`src/hdl/cbm_pkg.sv`:
```
package cbm_pkg;

	// Channel and fixed-point geometry
	localparam int CHANNEL_BITS = 8;
	localparam logic [15:0] FULL_Q8 = 16'hFF00;
	localparam logic [8:0] OPACITY_ONE = 9'h100;

	// Pipeline geometry of one lane
	localparam int DIV_STAGES = 17;
	localparam int PRE_STAGES = 6;
	localparam int DLY_STAGES = DIV_STAGES - PRE_STAGES;
	localparam int LANE_LAT = DIV_STAGES + 3;
	localparam int NUM_LANES = 3;

	// Reciprocal of 255 scaled by 2^33, exact for operands below 2^25
	localparam logic [25:0] RECIP_255 = 26'd33686019;

	// Blend mode codes
	localparam logic [4:0] MODE_NORMAL   = 5'd0;
	localparam logic [4:0] MODE_DARKEN   = 5'd1;
	localparam logic [4:0] MODE_MULTIPLY = 5'd2;
	localparam logic [4:0] MODE_BURN     = 5'd3;
	localparam logic [4:0] MODE_LBURN    = 5'd4;
	localparam logic [4:0] MODE_LIGHTEN  = 5'd5;
	localparam logic [4:0] MODE_SCREEN   = 5'd6;
	localparam logic [4:0] MODE_DODGE    = 5'd7;
	localparam logic [4:0] MODE_LDODGE   = 5'd8;
	localparam logic [4:0] MODE_OVERLAY  = 5'd9;
	localparam logic [4:0] MODE_HARD     = 5'd10;
	localparam logic [4:0] MODE_SOFT     = 5'd11;
	localparam logic [4:0] MODE_LLIGHT   = 5'd12;
	localparam logic [4:0] MODE_PIN      = 5'd13;
	localparam logic [4:0] MODE_DIFF     = 5'd14;
	localparam logic [4:0] MODE_EXCL     = 5'd15;
	localparam logic [4:0] MODE_SUB      = 5'd16;

	// Register indexes
	localparam logic [2:0] REG_MODE    = 3'd0;
	localparam logic [2:0] REG_RED     = 3'd1;
	localparam logic [2:0] REG_GREEN   = 3'd2;
	localparam logic [2:0] REG_BLUE    = 3'd3;
	localparam logic [2:0] REG_OPACITY = 3'd4;

	// Settings seen by one lane
	typedef struct packed {
		logic [4:0] mode;
		logic [7:0] color;
		logic [8:0] weight;
	} lane_cfg_t;

	// Square root table: sqrt(p/255) in Q16
	typedef logic [16:0] root_tbl_t [256];

	function automatic root_tbl_t root_tbl_f();
		root_tbl_t tbl;
		logic [63:0] x;
		logic [63:0] r;
		logic [63:0] b;
		for (int p = 0; p < 256; p++) begin
			x = (64'(p) << 32) / 64'd255;
			r = '0;
			for (int k = 31; k >= 0; k--) begin
				b = 64'd1 << (2 * k);
				if (x >= r + b) begin
					x = x - (r + b);
					r = (r >> 1) + b;
				end else begin
					r = r >> 1;
				end
			end
			tbl[p] = r[16:0];
		end
		return tbl;
	endfunction

	localparam root_tbl_t ROOT_TBL = root_tbl_f();

endpackage

```
`src/hdl/cbm_merge.sv`:
```
module cbm_merge (
	input  logic        clk,
	input  logic        arst_n,
	input  logic        pv,
	input  logic [7:0]  res_red,
	input  logic [7:0]  res_green,
	input  logic [7:0]  res_blue,
	input  logic        m_tready,
	output logic        m_tvalid,
	output logic [23:0] m_tdata,
	output logic        en
);
	import cbm_pkg::*;

	logic [23:0] pd;
	logic [23:0] out_q;
	logic [23:0] skid_q;
	logic        out_v_q;
	logic        skid_v_q;
	logic        pop;

	// Pack the lanes into one request
	assign pd = {res_blue, res_green, res_red};
	assign pop = out_v_q && m_tready;
	assign en = !skid_v_q;

	// Output register with a skid entry behind it
	always_ff @(posedge clk or negedge arst_n) begin
		if (!arst_n) begin
			out_v_q <= 1'b0;
			skid_v_q <= 1'b0;
		end else if (skid_v_q) begin
			if (pop) begin
				skid_v_q <= 1'b0;
			end
		end else if (pv) begin
			if (!out_v_q || pop) begin
				out_v_q <= 1'b1;
			end else begin
				skid_v_q <= 1'b1;
			end
		end else if (pop) begin
			out_v_q <= 1'b0;
		end
	end

	always_ff @(posedge clk) begin
		if (skid_v_q) begin
			if (pop) begin
				out_q <= skid_q;
			end
		end else if (pv) begin
			if (!out_v_q || pop) begin
				out_q <= pd;
			end else begin
				skid_q <= pd;
			end
		end
	end

	assign m_tvalid = out_v_q;
	assign m_tdata = out_q;

endmodule

```
`config.mk`:
```
export PLATFORM = sky130hd
export DESIGN_NAME = cbm_merge
export DESIGN_NICKNAME = d
export VERILOG_FILES = /design/src/hdl/cbm_pkg.sv /design/src/hdl/cbm_merge.sv
export SDC_FILE = /design/constraint.sdc
export NUM_CORES = 1
export LEC_CHECK = 0
export ABC_AREA = 1
export BUFFER_PORTS_ARGS = -buffer_cell sky130_fd_sc_hd__buf_4
export CORE_UTILIZATION = 25
export DETAILED_ROUTE_END_ITERATION = 6
export HOLD_SLACK_MARGIN = 0.05
export SETUP_SLACK_MARGIN = 0.4
export SLEW_MARGIN = 20
export SYNTH_ARGS = -nofsm -noshare
export SYNTH_HDL_FRONTEND = slang
export SYNTH_SLANG_ARGS = --single-unit
export TNS_END_PERCENT = 10
```
`constraint.sdc`:
```
create_clock -name clk -period 1.9 [get_ports clk]
set_clock_uncertainty 0.05 [all_clocks]
set_input_delay 0.19 -clock clk [delete_from_list [all_inputs] [get_ports clk]]
set_output_delay 0.19 -clock clk [all_outputs]
set_load 0.01 [all_outputs]
```
==> Word level (Yosys, flattened, before mapping) <==
Index checks and enable logic that the tools add are counted.
{ "totals": {"register_bits": 50, "input_bits": 28} }
{ "op_classes": {"n_eq_ne": 2, "mux": 11, "n_bitwise": 2, "n_reduce_logical": 10} }
{ "op_table": {"columns": ["operator", "n"], "rows": [
  ["24-bit 2-to-1 mux", 4],
  ["3-bit AND reduction", 3],
  ["1-bit 2-to-1 mux", 7],
  ["2-bit nonzero test", 3],
  ["2-bit by 1-bit inequality test with 1-bit output, second input constant", 2],
  ["1-bit zero test", 2],
  ["1-bit NOT", 2],
  ["1-bit logical AND", 1],
  ["1-bit logical OR", 1]
]} }

==> Longest topological paths before layout <==
Gate-level depths: netlist (run 1).
{ "depth": {"ltp_word": 5, "depth_mapped": 5, "mapped_depth_nobuf": 4} }

==> Worst setup path before layout (run 1) <==
OpenSTA, ideal clock, no wires.
{ "synth_timing": {"path_type": "reg-to-reg", "start": "register out_v_q (netlist: m_tvalid)", "end": "register skid_q[0] (enable)", "setup_ns": 0.405, "arrival_ns": 1.668, "slack_ns": -0.222, "stages_incl_launch_ff": 5, "period_less_slack_ns": 2.122, "cell_sequence": "dfrtp_1 inv_1 nor2_1 inv_1 nor2_1"} }
{ "synth_via": {"elab_chain_len": 4} }
{ "synth_rtl": {"columns": ["element", "line", "text"], "rows": [
  ["start, declared", "cbm_merge.sv:18", "logic out_v_q;"],
  ["start signal, assigned", "cbm_merge.sv:30", "out_v_q <= 1'b0;"],
  ["start signal, assigned", "cbm_merge.sv:38", "out_v_q <= 1'b1;"],
  ["start signal, assigned", "cbm_merge.sv:43", "out_v_q <= 1'b0;"],
  ["1-bit zero test or 1-bit logical AND (tied branches)", "cbm_merge.sv:53, cbm_merge.sv:24", null],
  ["1-bit logical OR *", "cbm_merge.sv:53", "if (!out_v_q || pop) begin"],
  ["1-bit NOT (no source line) *", null, null],
  ["3-bit AND reduction (no source line) *", null, null],
  ["end signal, assigned", "cbm_merge.sv:56", "skid_q <= pd;"],
  ["end, declared", "cbm_merge.sv:17", "logic [23:0] skid_q;"]
]} }
Mark *: on every way between the ends. The rest lies on a longest branch, timed or not.
A chain may end at the register's enable or synchronous reset.

==> Worst setup path after layout (run 1) <==
{ "layout_timing": {"start": "register skid_v_q", "end": "register skid_q[9] (enable)"} }
{ "layout_via": {"elab_chain_len": 2} }
{ "layout_rtl": {"columns": ["element", "line", "text"], "rows": [
  ["start, declared", "cbm_merge.sv:19", "logic skid_v_q;"],
  ["start signal, assigned", "cbm_merge.sv:31", "skid_v_q <= 1'b0;"],
  ["start signal, assigned", "cbm_merge.sv:34", "skid_v_q <= 1'b0;"],
  ["start signal, assigned", "cbm_merge.sv:40", "skid_v_q <= 1'b1;"],
  ["1-bit NOT (no source line)", null, null],
  ["3-bit AND reduction (no source line)", null, null]
]} }
No other way between the ends.

==> results of run 1 <==
[synthesized netlist by cell type (all sizes together)]
| library cell | count |
|---|---|
| edfxtp | 48 |
| dfrtp | 2 |
| nand2 | 78 |
| inv | 5 |
| nor2 | 4 |
| buf | 5 |
| o21ai | 1 |
[stage by stage]
step | hold slack (ns) | cell area [um2] | power, mW | util (%) | instances
floorplan | -0.156 | 1920 | 1.77 | - | 143
detailed placement | -0.0765 | 2440 | 2.02 | 33.5 | 297
finish | 0.149 | 2860 | 2.66 | 39.2 | 337
global route | 0.168 | 2860 | 2.81 | 39.2 | 337
global placement | -0.0751 | 2440 | 2.02 | 33.5 | 297
CTS | 0.138 | 2780 | 2.62 | 38.1 | 330
[state kept, by name (all words and copies together), names as in the netlist]
register / count
skid_v_q: 1
skid_q: 24
m_tdata: 24
m_tvalid: 1
[repair_timing]
item                       CTS  global route
gates cloned                 0             0
pin swaps                    0             1
buffers inserted             0             7
setup endpoints to repair   42            41
hold buffers                25             0
gates resized for setup      3             3
hold endpoints to repair    26             0
[critical path: stages, from the launching register on]
cell and delay, ns:
dfrtp_2 0.46, inv_8 0.07, buf_12 0.16, nand2_1 0.11
nor2_4 0.11, buf_6 0.17
[cell type report]
| class | count | area (um2) |
|---|---|---|
| timing repair buffer | 92 | 786 |
| fill | 727 | 4440 |
| clock buffer | 5 | 68.8 |
| clock inverter | 3 | 11.3 |
| multi-input combinational | 83 | 348 |
| inverter | 5 | 26.3 |
| sequential | 50 | 1490 |
| tap | 99 | 124 |
[logic make-up (layout without fill, tap and decap cells)]
family                 count (synthesis)  in the layout  share of synthesized area [%]
buffers and inverters                 10            105                           4.35
AND/OR/NAND/NOR                       82             82                           16.9
flip-flops                            50             50                           78.5
AO/OA/AOI/OAI                          1              1                          0.263
[metal layers]
metal | vias up | share of wire, % | GRT usage (%)
met3 | 5 | 7.2 | 3.05
met1 | 562 | 44 | 12.7
li1 | 658 | - | -
met5 | - | 0 | 0
met4 | 0 | 1.2 | 3.46
met2 | 40 | 47 | 15.8
[how the worst max path moves through the flow]
stage,startpoint,to,depth (start not counted)
after CTS,skid_v_q,m_tdata[12],5
after detailed placement,skid_v_q,skid_q[0],5
after global routing,skid_v_q,skid_q[22],5
final,skid_v_q,skid_q[9],5
after floorplan,m_tvalid,skid_q[0],4
after global placement,skid_v_q,skid_q[15],5
[power by group]
group / internal (mW) / switching [mW] / total [mW]
clock network: 0.246 / 0.313 / 0.559
registers: 1.39 / 0.0488 / 1.44
logic: 0.332 / 0.326 / 0.658
total: 1.97 / 0.688 / 2.66
==> results_dict.tcl, run 1 <==
set metrics [dict create \
    status "complete, no violations" \
    rows 31 \
    fin_tns_setup_ns 0 \
    syn_inst 143 \
    drt-total-wl_mm 3.70 \
    holdPathEnd "skid_v_q" \
    via_per_inst 3.75 \
    synth_cell_types 11 \
    synthTopCellsByArea "edfxtp_1 76%, nand2_1 14%, dfrtp_1 2.6%" \
    drc 0 \
    wl_per_cell_um 11.0 \
    hold_viol 0 \
    numClockSinks 50 \
    dr.pass1.iters 4 \
    cp-end-kind "flop" \
    cts.clk_slew.worst_paths_ns 0.08 \
    slew_viol_final 0 \
    r2r_start "skid_v_q" \
    critPathLaunchType "flop" \
    cts_max_level 2 \
    ant_nets 0 \
    die_y_um 89.2 \
    tightest_slew_ns 0.146 \
    power_density_nw_per_um2 931 \
    cts-root-buf "clkbuf_8" \
    max_freq_mhz 701 \
    p_leak_nw 1.22 \
    ios 54 \
    synth_warnings 0 \
    drt_iter0_markers 77 \
    drive_gt1_share_pct 35.3 \
    synth_top_area_share_pct 75.9 \
    antenna_found_initial 0 \
    dpl.hpwl_mm 2.60 \
    grt_first_pass_wirelength_mm 5.80 \
    grt_max_degree 27 \
    grt_usage_pct 9.86 \
    rsz0062_at_grt "yes" \
    min_path_type "in -> reg" \
    setup_violations 0 \
    pre_cts_slack_ns 0.267 \
    critPathKind "reg -> reg" \
    ys_seq_area_share_pct 78.5 \
    cts_tree "built" \
    synth-seq-cells 50 \
    cp.required_ns 1.85 \
    vias 1265 \
    design.core.area_um2 7290 \
    hold_depth 4 \
    cp_max_fo 26 \
    clk_path_buf_depth 2 \
    yosysTopAreaCell "edfxtp_1" \
    syn_area_per_cell_um2 13.3 \
    gp_congestion 0.647 \
    synthesis.area_um2 1900 \
    nets 265 \
    worst_slack_ns 0.474 \
    antenna_cells 0 \
    finalCritPeriodShare_pct 75.1 \
    clock_latency_ns 0.29 \
    die-area_um2 7950 \
    numCtsBuffers 5 \
    rr_endpoint "skid_q[9]" \
    final_cell_mix "73 x nand2_1, 63 x buf_4, 48 x edfxtp_1" \
    syn-num-nets 171 \
    vdd_drop_max_mv 0.309 \
    cap_violations 0 \
    grt_pass1_vias 1184 \
    reg2reg_setup_slack_ns 0.47 \
    reg2reg_depth 5 \
    overflow 0 \
    slew-limit-headroom_pct 90.2 \
    min-delay-start "m_tready" \
    start_util_pct 26.0 \
    die_w_um 89.2 \
    port_buffers 53 \
    period_needed_ns 1.43 \
    area_growth_pct 50.4 \
    arrival_ns 1.38 \
    layout_commonest_cell "nand2_1" \
]
No activity file was read; power rests on OpenSTA's default activity.
==> run 2, diff against run 1 <==
==> constraint.sdc (replaced) <==
create_clock -name clk -period 1.23 [get_ports clk]
set_clock_uncertainty 0.05 [all_clocks]
set_input_delay 0.123 -clock clk [delete_from_list [all_inputs] [get_ports clk]]
set_output_delay 0.123 -clock clk [all_outputs]
set_load 0.01 [all_outputs]
==> results_dict.tcl, run 2 (synthesis gave the netlist of run 1 again) <==
set metrics [dict create \
    status "finished with violations" \
    violations "negative setup slack" \
    critPathKind "reg -> reg" \
    max_freq_mhz 792 \
    die_y_um 89.2 \
    ios 54 \
    cts_max_level 2 \
    cp-end-kind "flop" \
    min_path_type "in -> reg" \
    start_util_pct 26.0 \
    grt_pass1_vias 1331 \
    min-delay-start "res_green[3]" \
    worst_slack_ns -0.0322 \
    rr_endpoint "m_tdata[21]" \
    clock_latency_ns 0.29 \
    critPathLaunchType "flop" \
    drt-total-wl_mm 4.09 \
    grt_usage_pct 11.2 \
    drc 0 \
    r2r_start "skid_v_q" \
    dp_cells 298 \
    cts_tree "built" \
    arrival_ns 1.22 \
    drive_gt1_share_pct 36.3 \
    grt_first_pass_wirelength_mm 6.41 \
    numClockSinks 50 \
    reg2reg_setup_slack_ns -0.03 \
    numCtsBuffers 5 \
    setup_violations 49 \
    area_growth_pct 57.6 \
    antenna_found_initial 0 \
    antenna_cells 0 \
    ant_nets 0 \
    final_cell_mix "70 x nand2_1, 48 x edfxtp_1, 31 x buf_4" \
    totalPowerFinal_mw 4.53 \
    drt_iter0_markers 49 \
    cap_violations 0 \
    vdd_drop_max_mv 0.458 \
    slew_viol_final 0 \
    ctsHoldBuffers 25 \
    dr.pass1.iters 4 \
    gp_congestion 0.659 \
    layout_commonest_cell "nand2_1" \
    power_density_nw_per_um2 1510 \
    cp.required_ns 1.18 \
    reg2reg_depth 4 \
    cts-root-buf "clkbuf_8" \
    whs_ns 0.0470 \
    clk_path_buf_depth 2 \
    slew-limit-headroom_pct 90.7 \
    vias 1319 \
    grt_max_degree 25 \
    period_needed_ns 1.26 \
    design.core.area_um2 7290 \
    cp_max_fo 24 \
    tightest_slew_ns 0.140 \
    cts.clk_slew.worst_paths_ns 0.09 \
    nets 261 \
    dpl.hpwl_mm 2.65 \
    rsz0062_at_grt "yes" \
    die_w_um 89.2 \
    port_buffers 53 \
    via_per_inst 3.96 \
    holdPathEnd "m_tdata[11]" \
    die-area_um2 7950 \
    rows 31 \
    wl_per_cell_um 12.3 \
    overflow 0 \
    p_leak_nw 1.27 \
    hold_depth 3 \
    hold_viol 0 \
    finalCritPeriodShare_pct 103 \
    stdcell_count 333 \
]
## run 2: cell count changes in the layout (fill, tap and decap cells not counted), sizes merged
cell	before	now
clkinv	3	0
buf	67	62
clkbuf	5	7
bufbuf	0	1
bufinv	0	1
## run 2: through the flow
step	setup TNS [ns]	utilization [%]	setup WS, ns	instance area (um2)
floorplan	-12.78	-	-0.281	1920
global placement	-1.97	33.7	-0.0754	2460
detailed placement	-3.48	33.7	-0.122	2460
CTS	-1.42	41.0	-0.0392	2990
global route	-4.02	41.1	-0.0983	2990
finish	-0.936	41.1	-0.0322	2990
## run 2: what timing repair did
action,in CTS,in global routing
endpoints found under the hold margin,33,1
cloned,1,0
buffers inserted,1,0
setup endpoints to repair,100,100
pin swaps,1,0
gates resized for setup,37,2
## run 2: power by group
group	internal (mW)	switching [mW]	total, mW
logic	0.627	0.534	1.16
registers	2.15	0.0943	2.25
clock network	0.609	0.509	1.12
## run 2: how the worst max path moves through the flow
stage | to | cells past startpoint | start | slack [ns]
after detailed placement | m_tdata[19] | 5 | skid_v_q | -0.12
after global placement | m_tdata[5] | 5 | skid_v_q | -0.08
after global routing | m_tdata[12] | 4 | skid_v_q | -0.1
after floorplan | skid_q[0] | 4 | m_tvalid | -0.28
final | m_tdata[21] | 4 | skid_v_q | -0.03
after CTS | skid_q[0] | 4 | skid_v_q | -0.04
## run 2: layout make-up
type,instances,area (um2)
clock buffer,7,76.3
clock inverter,1,30.0
fill,738,4300
inverter,5,26.3
multi-input combinational,83,359
sequential,50,1490
tap,99,124
timing repair buffer,88,886
## run 2: metal layers
layer  global-route usage (%)  up-vias  part of all wire [%]
met3                     3.69        8                   6.0
met4                     4.33        0                   1.9
met2                     19.5       33                    52
met5                        0        -                     0
met1                     12.8      624                    41
li1                         -      654                     -
## run 2: worst max-delay path: stages (launching register included)
cell     delay [ns]
dfrtp_2        0.45
nand2_1        0.09
nand2_2        0.08
nor2_4         0.11
buf_12         0.19
==> run 3, diff against run 2 <==
--- a/config.mk
+++ b/config.mk
@@ -8,6 +8,7 @@
 export ABC_AREA = 1
 export BUFFER_PORTS_ARGS = -buffer_cell sky130_fd_sc_hd__buf_4
 export CORE_UTILIZATION = 25
+export CTS_BUF_LIST = sky130_fd_sc_hd__clkbuf_2 sky130_fd_sc_hd__clkbuf_4 sky130_fd_sc_hd__clkbuf_8
 export DETAILED_ROUTE_END_ITERATION = 6
 export HOLD_SLACK_MARGIN = 0.05
 export SETUP_SLACK_MARGIN = 0.4
==> constraint.sdc (replaced) <==
create_clock -name clk -period 1.2 [get_ports clk]
set_clock_uncertainty 0.05 [all_clocks]
set_input_delay 0.12 -clock clk [delete_from_list [all_inputs] [get_ports clk]]
set_output_delay 0.12 -clock clk [all_outputs]
set_load 0.01 [all_outputs]
==> results_dict.tcl, run 3 (synthesis gave the netlist of run 1 again) <==
set metrics [dict create \
    finalCritPeriodShare_pct 105 \
    area_growth_pct 56.9 \
    cts_tree "built" \
    wl_per_cell_um 12.2 \
    fillers 737 \
    nets 259 \
    cp_max_fo 24 \
    cap_violations 0 \
    power.internal_mw 3.52 \
    port_buffers 53 \
    cp-end-kind "flop" \
    cts_max_level 2 \
    antenna_found_initial 0 \
    clk_path_buf_depth 2 \
    grt_usage_pct 11.0 \
    arrival_ns 1.22 \
    ios 54 \
    grt_max_degree 25 \
    gp_congestion 0.659 \
    critPathLaunchType "flop" \
    timing.critical_path.from "skid_v_q" \
    vdd_drop_max_mv 0.473 \
    whs_ns -0.0308 \
    crit_path_end "m_tdata[21]" \
    reg2reg_depth 4 \
    seqPwrFrac_pct 49.3 \
    setup_violations 49 \
    dpl.hpwl_mm 2.65 \
    via_per_inst 3.93 \
    final_cell_mix "70 x nand2_1, 48 x edfxtp_1, 32 x buf_4" \
    tightest_slew_ns 0.139 \
    cts.clk_slew.worst_paths_ns 0.08 \
    die_w_um 89.2 \
    die-area_um2 7950 \
    numClockSinks 50 \
    start_util_pct 26.0 \
    period_needed_ns 1.26 \
    die_y_um 89.2 \
    power_density_nw_per_um2 1570 \
    max_freq_mhz 793 \
    reg2reg_setup_slack_ns -0.06 \
    sw_frac_of_total_pct 24.8 \
    switching_power_mw 1.16 \
    drt-total-wl_mm 4.05 \
    worst_slack_ns -0.0613 \
    totalPowerFinal_mw 4.68 \
    min_path_type "in -> reg" \
    clock_latency_ns 0.29 \
    grt_first_pass_wirelength_mm 6.25 \
    p_leak_nw 1.26 \
    dr.pass1.iters 4 \
    numCtsBuffers 5 \
    status "finished with violations" \
    clkPwrFrac_pct 25.5 \
    critPathKind "reg -> reg" \
    combPwrFrac_pct 25.3 \
    ant_nets 0 \
    layout_commonest_cell "nand2_1" \
    overflow 0 \
    rr_endpoint "m_tdata[21]" \
    r2r_start "skid_v_q" \
    drt_iter0_markers 45 \
    slew-limit-headroom_pct 90.8 \
    vias 1301 \
    rsz0062_at_grt "yes" \
    drc 0 \
    slew_viol_final 0 \
    design.core.area_um2 7290 \
    cts-root-buf "clkbuf_8" \
    grt_pass1_vias 1294 \
    antenna_cells 0 \
    cp.required_ns 1.15 \
    hold_viol 2 \
    violations "negative hold slack, negative setup slack" \
    rows 31 \
    drive_gt1_share_pct 37.9 \
    pre_cts_slack_ns -0.152 \
]
-- run 3: stage by stage --
stage          instances  instance area, um2  TNS (ns)  hold WS, ns  utilization (%)
6_report             331                2980     -2.45      -0.0308             40.9
5_1_grt              331                2980     -5.51      -0.0446             40.9
4_1_cts              329                2960     -2.89      -0.0397             40.5
3_5_place_dp         298                2460     -4.92       -0.141             33.7
3_3_place_gp         298                2460     -3.33       -0.142             33.7
2_1_floorplan        143                1920    -14.22       -0.226                -
-- run 3: worst min path at each step --
stage	start	end	slack (ns)	cells past startpoint
after floorplan	arst_n	m_tvalid	-0.23	0
after global placement	arst_n	m_tvalid	-0.14	1
after detailed placement	arst_n	skid_v_q	-0.14	1
after CTS	res_blue[0]	skid_q[16]	-0.04	1
after global routing	res_blue[0]	skid_q[16]	-0.04	1
final	res_blue[0]	skid_q[16]	-0.03	1
-- run 3: worst max-delay path, stage by stage (launching register included) --
cell	delay [ns]
dfrtp_2	0.45
nand2_1	0.09
nand2_2	0.08
nor2_4	0.11
buf_12	0.19
-- run 3: final cells by class --
type	instances	area (um2)	share of cell area (%)
clock buffer	7	83.8	2.81
inverter	5	26.3	0.882
sequential	50	1490	50.1
clock inverter	1	30.0	1.01
timing repair buffer	86	863	29.0
tap	99	124	4.16
multi-input combinational	83	359	12.1
-- run 3: layer usage --
metal	vias up	wire (um)	track usage [%]
li1	646	-	-
met1	612	1640	12.4
met2	35	2080	19.1
met3	8	252	3.69
met4	0	74	4.33
met5	-	0	0
-- run 3: repair_timing --
action                                 CTS  global route
hold buffers                            21             2
gates resized for setup                 37             3
setup endpoints to repair              100           101
cloned                                   1             0
pin swaps                                1             0
endpoints found under the hold margin   37             9
buffers inserted                         1             0
-- run 3: power by group through the flow --
stage / logic [mW] / registers, mW / clock network [mW]
floorplan: 0.413 / 2.38 / 0
global placement: 0.899 / 2.32 / 0
detailed placement: 0.916 / 2.32 / 0
CTS: 1.19 / 2.31 / 1.21
global route: 1.28 / 2.33 / 1.30
finish: 1.18 / 2.30 / 1.19
